## src/rtl/styp_pkg.sv

```systemverilog
// Package: beat types, glyph batch types, byte constants, classification functions and the per-byte glyph decision.
`timescale 1ns / 1ps
`default_nettype none
package styp_pkg;

   localparam logic [7:0] BYTE_LEAD  = 8'hE2;
   localparam logic [7:0] BYTE_MID   = 8'h80;
   localparam logic [7:0] TAIL_EM    = 8'h94;
   localparam logic [7:0] TAIL_EN    = 8'h93;
   localparam logic [7:0] TAIL_ELL   = 8'hA6;
   localparam logic [7:0] TAIL_LSQ   = 8'h98;
   localparam logic [7:0] TAIL_RSQ   = 8'h99;
   localparam logic [7:0] TAIL_LDQ   = 8'h9C;
   localparam logic [7:0] TAIL_RDQ   = 8'h9D;
   localparam logic [7:0] CHAR_SPACE = 8'h20;
   localparam logic [7:0] CHAR_DASH  = 8'h2D;
   localparam logic [7:0] CHAR_DOT   = 8'h2E;
   localparam logic [7:0] CHAR_APOS  = 8'h27;
   localparam logic [7:0] CHAR_DQUOT = 8'h22;

   typedef struct packed {
      logic [7:0] data_byte;
      logic       last_byte;
   } req_type;

   typedef struct packed {
      logic [7:0]  out_byte;
      logic        glyph_start;
      logic [15:0] source_index;
      logic        run_end;
      logic        string_end;
   } rsp_type;

   // one decided glyph: either one plain byte or a three-byte sequence
   typedef struct packed {
      logic        len3;
      logic [7:0]  b0;
      logic [7:0]  b2;
      logic [15:0] src;
   } glyph_type;

   typedef struct packed {
      logic [2:0]            mask;
      logic                  last;
      glyph_type [2:0]       glyphs;
   } batch_type;

   typedef struct packed {
      logic       len3;
      logic [7:0] b0;
      logic [7:0] b2;
      logic [1:0] used;
      logic       sq;
   } step_type;

   function automatic logic is_alnum(input logic [7:0] b);
      return (b >= 8'h30 && b <= 8'h39) || (b >= 8'h41 && b <= 8'h5A) ||
             (b >= 8'h61 && b <= 8'h7A);
   endfunction

   function automatic logic is_space(input logic [7:0] b);
      return b == CHAR_SPACE || (b >= 8'h09 && b <= 8'h0D);
   endfunction

   function automatic logic is_punct(input logic [7:0] b);
      return (b >= 8'h21 && b <= 8'h2F) || (b >= 8'h3A && b <= 8'h40) ||
             (b >= 8'h5B && b <= 8'h60) || (b >= 8'h7B && b <= 8'h7E);
   endfunction

   // decision for one byte given its lookahead, previous byte and quote phase
   function automatic step_type decide_step(input logic [7:0] c, input logic [7:0] n1,
                                            input logic h1, input logic [7:0] n2,
                                            input logic h2, input logic [7:0] prev,
                                            input logic sq);
      step_type   s;
      logic       d1;
      logic       d2;
      logic [7:0] nx;
      d1     = h1 && n1 == CHAR_DASH;
      d2     = h2 && n2 == CHAR_DASH;
      nx     = h1 ? n1 : CHAR_SPACE;
      s.len3 = 1'b1;
      s.b0   = BYTE_LEAD;
      s.b2   = TAIL_EM;
      s.used = 2'd1;
      s.sq   = sq;
      if (c == CHAR_DASH && d1 && d2) begin
         s.used = 2'd3;
      end else if (c == CHAR_DASH && d1) begin
         s.b2   = TAIL_EN;
         s.used = 2'd2;
      end else if (c == CHAR_DOT && h1 && n1 == CHAR_DOT && h2 && n2 == CHAR_DOT) begin
         s.b2   = TAIL_ELL;
         s.used = 2'd3;
      end else if (c == CHAR_APOS) begin
         if (is_alnum(prev) && is_alnum(nx)) begin
            s.b2 = TAIL_RSQ;
         end else begin
            s.b2 = sq ? TAIL_LSQ : TAIL_RSQ;
            s.sq = ~sq;
         end
      end else if (c == CHAR_DQUOT) begin
         s.b2 = (is_space(prev) || is_punct(prev)) ? TAIL_LDQ : TAIL_RDQ;
      end else begin
         s.len3 = 1'b0;
         s.b0   = c;
      end
      return s;
   endfunction

endpackage
`default_nettype wire

```

## src/rtl/styp_decide.sv

```systemverilog
// Lookahead window, quote and index state, and glyph decisions for one accepted beat.
`timescale 1ns / 1ps
`default_nettype none
module styp_decide #(
   parameter int INDEX_BITS = 16
) (
   input  wire logic                clock,
   input  wire logic                reset,
   input  wire logic                accept,
   input  wire styp_pkg::req_type   req_in,
   output styp_pkg::batch_type      batch
);
   import styp_pkg::*;

   logic [7:0]            win0_ff, win1_ff, win0_in, win1_in;
   logic [1:0]            wc_ff, wc_in;
   logic [7:0]            prev_ff, prev_in;
   logic [1:0]            skip_ff, skip_in;
   logic                  sq_ff, sq_in;
   logic [INDEX_BITS-1:0] idx_ff, idx_in;

   logic [7:0]            bufb [5];
   logic [1:0]            n;
   logic                  act;
   logic                  h1, h2;
   logic [1:0]            skip;
   logic [7:0]            prev;
   logic                  sq;
   logic [INDEX_BITS-1:0] idx;
   step_type              st;

   function automatic logic [15:0] sat16(input logic [INDEX_BITS-1:0] v);
      logic [31:0] w;
      w = 32'(v);
      return (|w[31:16]) ? 16'hFFFF : w[15:0];
   endfunction

   always_comb begin
      bufb[3] = '0;
      bufb[4] = '0;
      case (wc_ff)
         2'd0: begin
            bufb[0] = req_in.data_byte;
            bufb[1] = '0;
            bufb[2] = '0;
            n       = 2'd1;
         end
         2'd1: begin
            bufb[0] = win0_ff;
            bufb[1] = req_in.data_byte;
            bufb[2] = '0;
            n       = 2'd2;
         end
         default: begin
            bufb[0] = win0_ff;
            bufb[1] = win1_ff;
            bufb[2] = req_in.data_byte;
            n       = 2'd3;
         end
      endcase

      skip  = skip_ff;
      prev  = prev_ff;
      sq    = sq_ff;
      idx   = idx_ff;
      batch = '0;
      batch.last = req_in.last_byte;
      st    = '0;
      h1    = 1'b0;
      h2    = 1'b0;
      act   = 1'b0;
      for (int p = 0; p < 3; p++) begin
         act = req_in.last_byte ? (3'(p) < {1'b0, n}) : (p == 0 && n == 2'd3);
         h1  = 3'(p + 1) < {1'b0, n};
         h2  = 3'(p + 2) < {1'b0, n};
         if (act) begin
            if (skip != 2'd0) begin
               skip = skip - 2'd1;
            end else begin
               st = decide_step(bufb[p], bufb[p+1], h1, bufb[p+2], h2, prev, sq);
               batch.mask[p]        = 1'b1;
               batch.glyphs[p].len3 = st.len3;
               batch.glyphs[p].b0   = st.b0;
               batch.glyphs[p].b2   = st.b2;
               batch.glyphs[p].src  = sat16(idx);
               skip = st.used - 2'd1;
               sq   = st.sq;
            end
            prev = bufb[p];
            if (idx != '1) begin
               idx = idx + INDEX_BITS'(1);
            end
         end
      end

      if (req_in.last_byte) begin
         win0_in = '0;
         win1_in = '0;
         wc_in   = 2'd0;
         prev_in = CHAR_SPACE;
         skip_in = 2'd0;
         sq_in   = 1'b1;
         idx_in  = '0;
      end else begin
         if (n == 2'd3) begin
            win0_in = bufb[1];
            win1_in = bufb[2];
            wc_in   = 2'd2;
         end else begin
            win0_in = bufb[0];
            win1_in = bufb[1];
            wc_in   = n;
         end
         prev_in = prev;
         skip_in = skip;
         sq_in   = sq;
         idx_in  = idx;
      end
   end

   always_ff @(posedge clock) begin
      if (reset) begin
         win0_ff <= '0;
         win1_ff <= '0;
         wc_ff   <= 2'd0;
         prev_ff <= CHAR_SPACE;
         skip_ff <= 2'd0;
         sq_ff   <= 1'b1;
         idx_ff  <= '0;
      end else if (accept) begin
         win0_ff <= win0_in;
         win1_ff <= win1_in;
         wc_ff   <= wc_in;
         prev_ff <= prev_in;
         skip_ff <= skip_in;
         sq_ff   <= sq_in;
         idx_ff  <= idx_in;
      end
   end

endmodule
`default_nettype wire

```

## src/rtl/styp_emit.sv

```systemverilog
// Result register and serialiser: holds up to three glyphs and sends one byte per beat.
`timescale 1ns / 1ps
`default_nettype none
module styp_emit (
   input  wire logic                  clock,
   input  wire logic                  reset,
   input  wire logic                  load,
   input  wire styp_pkg::batch_type   batch_new,
   output logic                       free,
   output logic                       rsp_valid,
   input  wire logic                  rsp_ready,
   output styp_pkg::rsp_type          rsp_data
);
   import styp_pkg::*;

   batch_type  batch_ff, batch_in;
   logic [1:0] bp_ff, bp_in;
   logic [1:0] cur;
   glyph_type  g;
   logic       glyph_done;
   logic       more;
   logic       beat_last;
   logic       fire;

   always_comb begin
      if (batch_ff.mask[0]) begin
         cur = 2'd0;
      end else if (batch_ff.mask[1]) begin
         cur = 2'd1;
      end else begin
         cur = 2'd2;
      end
      g = batch_ff.glyphs[cur];
      case (cur)
         2'd0:    more = |batch_ff.mask[2:1];
         2'd1:    more = batch_ff.mask[2];
         default: more = 1'b0;
      endcase
      glyph_done = !g.len3 || bp_ff == 2'd2;
      beat_last  = glyph_done && !more;
      rsp_valid  = |batch_ff.mask;
      fire       = rsp_valid && rsp_ready;
      free       = !rsp_valid || (rsp_ready && beat_last);

      if (!g.len3) begin
         rsp_data.out_byte = g.b0;
      end else begin
         case (bp_ff)
            2'd0:    rsp_data.out_byte = BYTE_LEAD;
            2'd1:    rsp_data.out_byte = BYTE_MID;
            default: rsp_data.out_byte = g.b2;
         endcase
      end
      rsp_data.glyph_start  = bp_ff == 2'd0;
      rsp_data.source_index = (bp_ff == 2'd0) ? g.src : 16'd0;
      rsp_data.run_end      = beat_last;
      rsp_data.string_end   = beat_last && batch_ff.last;

      batch_in = batch_ff;
      bp_in    = bp_ff;
      if (load) begin
         batch_in = batch_new;
         bp_in    = 2'd0;
      end else if (fire) begin
         if (glyph_done) begin
            batch_in.mask[cur] = 1'b0;
            bp_in              = 2'd0;
         end else begin
            bp_in = bp_ff + 2'd1;
         end
      end
   end

   always_ff @(posedge clock) begin
      if (reset) begin
         batch_ff <= '0;
         bp_ff    <= 2'd0;
      end else begin
         batch_ff <= batch_in;
         bp_ff    <= bp_in;
      end
   end

endmodule
`default_nettype wire

```

## src/rtl/smart_typography_rewriter_unit.sv

```systemverilog
// Top level of the smart typography rewriter.
// Streams a string byte by byte and rewrites dashes, ellipses and quotes into UTF-8
// glyphs, holding two bytes of lookahead. Results leave one byte per cycle on the rsp
// port while rsp_ready is high, so an input beat that completes a typographic glyph
// yields three bytes, a plain byte one, a beat still filling the window none, and a
// final beat that flushes the window up to nine. A new beat is taken in the cycle the
// last byte of the previous one is taken. The position count saturates at the index
// width, and source_index shows it clipped to 16 bits.
`timescale 1ns / 1ps
`default_nettype none
module smart_typography_rewriter_unit #(
   parameter int INDEX_BITS = 16
) (
   input  wire logic                clock,
   input  wire logic                reset,
   input  wire logic                req_valid,
   output logic                     req_ready,
   input  wire styp_pkg::req_type   req_data,
   output logic                     rsp_valid,
   input  wire logic                rsp_ready,
   output styp_pkg::rsp_type        rsp_data
);
   import styp_pkg::*;

   batch_type batch;
   logic      accept;
   logic      free;

   assign req_ready = free;
   assign accept    = req_valid && free;

   styp_decide #(
      .INDEX_BITS(INDEX_BITS)
   ) u_decide (
      .clock  (clock),
      .reset  (reset),
      .accept (accept),
      .req_in (req_data),
      .batch  (batch)
   );

   styp_emit u_emit (
      .clock     (clock),
      .reset     (reset),
      .load      (accept),
      .batch_new (batch),
      .free      (free),
      .rsp_valid (rsp_valid),
      .rsp_ready (rsp_ready),
      .rsp_data  (rsp_data)
   );

endmodule
`default_nettype wire

```

## config.mk

```make
export PLATFORM = sky130hd
export DESIGN_NAME = smart_typography_rewriter_unit
export DESIGN_NICKNAME = d
export VERILOG_FILES = /design/src/rtl/styp_pkg.sv /design/src/rtl/styp_decide.sv /design/src/rtl/styp_emit.sv /design/src/rtl/smart_typography_rewriter_unit.sv
export SDC_FILE = /design/constraint.sdc
export NUM_CORES = 1
export LEC_CHECK = 0
export ABC_AREA = 0
export ABC_CLOCK_PERIOD_IN_PS = 4700
export BUFFER_PORTS_ARGS = -buffer_cell sky130_fd_sc_hd__buf_2
export CAP_MARGIN = 20
export CORE_MARGIN = 8
export CORE_UTILIZATION = 50
export CTS_CLUSTER_DIAMETER = 60
export CTS_CLUSTER_SIZE = 28
export DETAILED_ROUTE_END_ITERATION = 8
export PLACE_DENSITY = 0.67
export SYNTH_ARGS = -nofsm -noshare
export SYNTH_HDL_FRONTEND = slang
export SYNTH_HIERARCHICAL = 1
export SYNTH_SLANG_ARGS = --single-unit
```

## constraint.sdc

```tcl
create_clock -name clock -period 4.7 [get_ports clock]
set_input_delay 0.47 -clock clock [delete_from_list [all_inputs] [get_ports clock]]
set_output_delay 0.47 -clock clock [all_outputs]
set_load 0.01 [all_outputs]
```

======== After elaboration in Yosys (flattened, before gate mapping) ========
Index checks and enable logic that the tools add are counted.
cells by class
  add/sub/neg operators ................... 9
  order comparisons ....................... 59
  equal/unequal tests ..................... 23
  muxes and demuxes ....................... 107
  bitwise gates (word level) .............. 5
  reductions and logical operators ........ 84
operator list
  cell                   number
  $mux 33                7
  $mux 8                 21
  $le 8x7->1 const B     17
  $mux 16                8
  $eq 8x6->1 const B     15
  $ge 8x7->1 const B     14
  $mux 9                 9
  $ge 8x6->1 const B     10
  $bmux 33 s2            1
  $le 8x6->1 const B     7
  $add 16x1->16 const B  3
  $ne 16x16->1 const B   3
  $pmux 24 s2            1
  $logic_and 1x1->1      44
  $mux 20                2
  $mux 2                 17
  $mux 1                 32
  $logic_or 1x1->1       25
  $ge 8x4->1 const B     3
  $le 8x4->1 const B     3
  $mux 17                1
  $pmux 8 s2             1
  $mux 10                1
  $reduce_bool 2->1      5
  20 further kinds       37
storage, ports and cells
  flip-flop bits (word level) ............. 150
  logic and storage cells ................. 309

======== Depth between registers and ports, before layout ========
  word-level depth ........................ 29
  gate-level depth with buffers ........... 19

======== Cells and area by module ========
Netlist, hierarchy kept.
by module, submodules not included
  module                          times used  cells an instance  area an instance (µm²)  seq. area each (µm²)
  styp_decide                     1           749                5380.2                  900.9
  styp_emit                       1           515                4767.1                  2102.0
  smart_typography_rewriter_unit  1           1                  6.3                     0.0

======== Worst setup path after synthesis ========
OpenSTA, ideal clock, no wires.
  path kind ............................... register to register
  start ................................... register u_decide.wc_ff[1]
  end ..................................... register u_emit/batch_ff[82] in the netlist's numbering
  data arrival time ....................... 3.497 ns
  required time ........................... 4.635 ns
  slack ................................... 1.138 ns
  stages on the path, launching flop included .. 20
  buffers on the path ..................... 5
  cells stage by stage .................... dfxtp_1 > buf_4 > buf_8 > buf_6 > buf_4 > clkbuf_1 > nand2_1 > a21boi_0 > nor2_1 > nor2_1 > o22ai_1 > nand2_1 > nand4_1 > ha_1 > mux2_2 > ha_1 > mux2_2 > a2111oi_1 > mux2i_1 > nor2_1
RTL lines
  element                   RTL line            RTL
  start: declaration        styp_decide.sv:16   logic [1:0] wc_ff, wc_in;
  start signal: assignment  styp_decide.sv:133  wc_ff <= wc_in;
  end signal: assignment    styp_emit.sv:79     batch_ff <= batch_in;
  end: declaration          styp_emit.sv:16     batch_type batch_ff, batch_in;

==> results.md <==
* Status: completed
* Critical-path maximum fanout at 17
* Io pins at 42
* Sequential power share at 0.435
* DP Worst Slack at 0.605 ns
* Worst Path Required at 5.07 ns
* MaxCap Viol Count at 0
* Post-synth EDFFs at 0
* Final setup vio count at 0
* Largest net degree at the start of global routing at 114
* Antenna-violating nets left at 0
* Static Leak at 0.00409 uW
* Final min period at 4.23 ns
* IO Port Bufs at 41
* RSZ-0062 raised after global routing: no
* Remaining global-route overflow at 0
* Final Slew Violations at 0
* # rows at 52
* Clk_skew at 0.0183 ns
* Fin crit share at 0.900
* Die X-Extent at 159 um
* Power Dens Cells at 280 mW/mm2
* Nets at 1247
* DRT Pass-1 Iters at 6
* First-pass GRT wire length at 45200 um
* Vias at 9140
* DR WL/cell at 18.7 um
* Synth top area share at 0.296
* Peak VDD IR at 247 uV
* Element type at the critical path start: register
* Synth Instances at 1265
* Slew HR at 0.449
* FFs w/ async S/R, synth at 0
* Synth warn at 6
* Vias per std cell at 6.05
* Initial antenna violation count at 0
* Post-synth top area cell: dfxtp_1
* Placer Congestion at 0.939
* DR iter-0 viols at 919
* Diode count at 0
* Clock share of power at 0.455
* Post-CTS Setup Bufs at 0
* Cells taking the most area after synthesis: dfxtp_1 (30%), mux2i_1 (16%), nor2_1 (8.1%)
* Worst-path clk slew at 0.07 ns
* Fmax at 0.236 GHz
* Hold buffers post-CTS at 0
* FF+latch count, synth at 150
* Synth top cells by count: nor2_1 (219), mux2i_1 (160), dfxtp_1 (150), nand2_1 (94), o21ai_0 (71)
* Netlist Area Pre-Place at 0.0102 mm2
* Tot GR Track Use at 0.226
* Psw at 901 uW
* CTS resizes at 0
* Hold Crit Class: in -> reg
* Clk buf depth at 2
* Net Sw Frac at 0.297
* Critical path endpoint category: register
* Clk sinks at 150
* Kind of critical path: reg -> reg
* DRC at 0
* Setup TNS at 0 ns
* Top-count cell post-synth: nor2_1
* Library cells used by synthesis at 99
* Vias in the first global route at 8501
* Least-Margin Pin Slew at 0.816 ns
* Total routed wirelength at 28300 um
* H-tree depth at 4
* Combinational share of power at 0.110
* Core box area at 0.0201 mm2
* Final HPWL DP at 19800 um
* Fillers at 1913
* Register area share after synthesis at 0.296
* Root buf cell: clkbuf_16
* TritonCTS clock tree: done
* Starting Density at 0.505
* Total CTS buffers at 17
* Die area at 0.0251 mm2
* Area grow syn2layout at 6.46%
* PnR worst setup slack at 0.469 ns
* Layout cell share with drive strength beyond 1 at 0.122
* Synth Flop Type: dfxtp_1
* Worst-skew pair later-pin latency at 0.44 ns
* Die height at 159 um
* Worst EP arrival at 4.60 ns
* Syn_area_per_cell at 8.03 um2
* Final Hold Vio Count at 0
* Internal cell power at 2130 uW
-- worst max-delay path: stages, from the launching register on --
cell	delay, ns
dfxtp_1	0.68
nor2b_1	0.61
a21boi_0	0.35
and3_1	0.27
and3_1	0.16
o22ai_1	0.16
nand4_1	0.13
ha_1	0.32
mux2_2	0.28
ha_1	0.28
mux2_2	0.28
a2111oi_1	0.41
mux2i_1	0.13
nor2_1	0.11
-- through the flow --
| stage | hold slack (ns) | cell area, um2 | total power (uW) | util | std cells |
|---|---|---|---|---|---|
| floorplan | 0.450 | 10200 | 1590 | - | 1270 |
| global placement | 0.471 | 10200 | 1670 | 0.508 | 1478 |
| detailed placement | 0.481 | 10200 | 1670 | 0.508 | 1478 |
| CTS | 0.361 | 10800 | 3050 | 0.538 | 1510 |
| global route | 0.396 | 10800 | 3130 | 0.538 | 1510 |
| finish | 0.385 | 10800 | 3030 | 0.538 | 1510 |
-- final timing paths --
| path | start | end | slack (ns) | cells past startpoint |
|---|---|---|---|---|
| worst max-delay path | u_decide/wc_ff[0] | u_emit/batch_ff[82] | 0.47 | 13 |
| worst min-delay path | rsp_ready | u_emit/bp_ff[0] | 0.38 | 3 |
| worst max register to register | u_decide/wc_ff[0] | u_emit/batch_ff[82] | 0.47 | 13 |
| worst min register to register | u_emit/batch_ff[77] | u_emit/batch_ff[77] | 0.49 | 2 |
-- routing by layer --
| metal | track usage | up-vias | wire (um) |
|---|---|---|---|
| li1 | - | 4416 | - |
| met1 | 0.290 | 4378 | 12600 |
| met2 | 0.370 | 295 | 13500 |
| met3 | 0.0410 | 51 | 1510 |
| met5 | 0 | - | 0 |
| met4 | 0.0898 | 0 | 725 |
-- sequential cells by signal, summed over array words and instances, names as in the netlist --
name,flops
u_decide/wc_ff,2
u_emit/bp_ff,2
u_decide/win1_ff,8
u_emit/batch_ff,103
u_decide/prev_ff,8
u_decide/idx_ff,16
u_decide/skip_ff,2
u_decide/sq_ff,1
u_decide/win0_ff,8
-- logic make-up (layout without fill, tap and decap cells) --
kind of cell             Yosys count  after routing  synth area share
flip-flops                       150            150             0.296
AO/OA/AOI/OAI                    255            255             0.167
other                              1              6          0.000369
multiplexers                     175            175             0.183
buffers and inverters            142            112            0.0760
adder cells (fa/ha/maj)            9              9            0.0106
XOR/XNOR                          10             10           0.00863
AND/OR/NAND/NOR                  523            523             0.259
-- power groups by stage --
| stage | Clock (uW) | Combinational [uW] | Sequential (uW) |
|---|---|---|---|
| 2_1_floorplan | 0 | 268 | 1330 |
| 3_3_place_gp | 0 | 326 | 1350 |
| 3_5_place_dp | 0 | 329 | 1350 |
| 4_1_cts | 1400 | 330 | 1320 |
| 5_1_grt | 1450 | 359 | 1320 |
| 6_report | 1380 | 333 | 1320 |
-- final cells by class --
type | instances | area, um2 | area share
Clock buffer | 17 | 425 | 0.0394
Sequential cell | 150 | 3010 | 0.278
Clock inverter | 15 | 176 | 0.0163
Tap cell | 270 | 338 | 0.0313
Multi-Input combinational cell | 978 | 6400 | 0.592
Inverter | 20 | 75.1 | 0.00695
Timing Repair Buffer | 60 | 388 | 0.0359
-- cells in the final DEF, fill, tap and decap left out, types with 18 or more instances in the layout --
master and count:
nor2_1 219, mux2i_1 160, dfxtp_1 147, nand2_1 94, o21ai_0 71, a21oi_1 56, and2_1 49, buf_2 40
a22oi_1 33, nor3_1 25, nand3_1 22, nand4_1 20, inv_1 18
(Power assumes the default switching activity.)
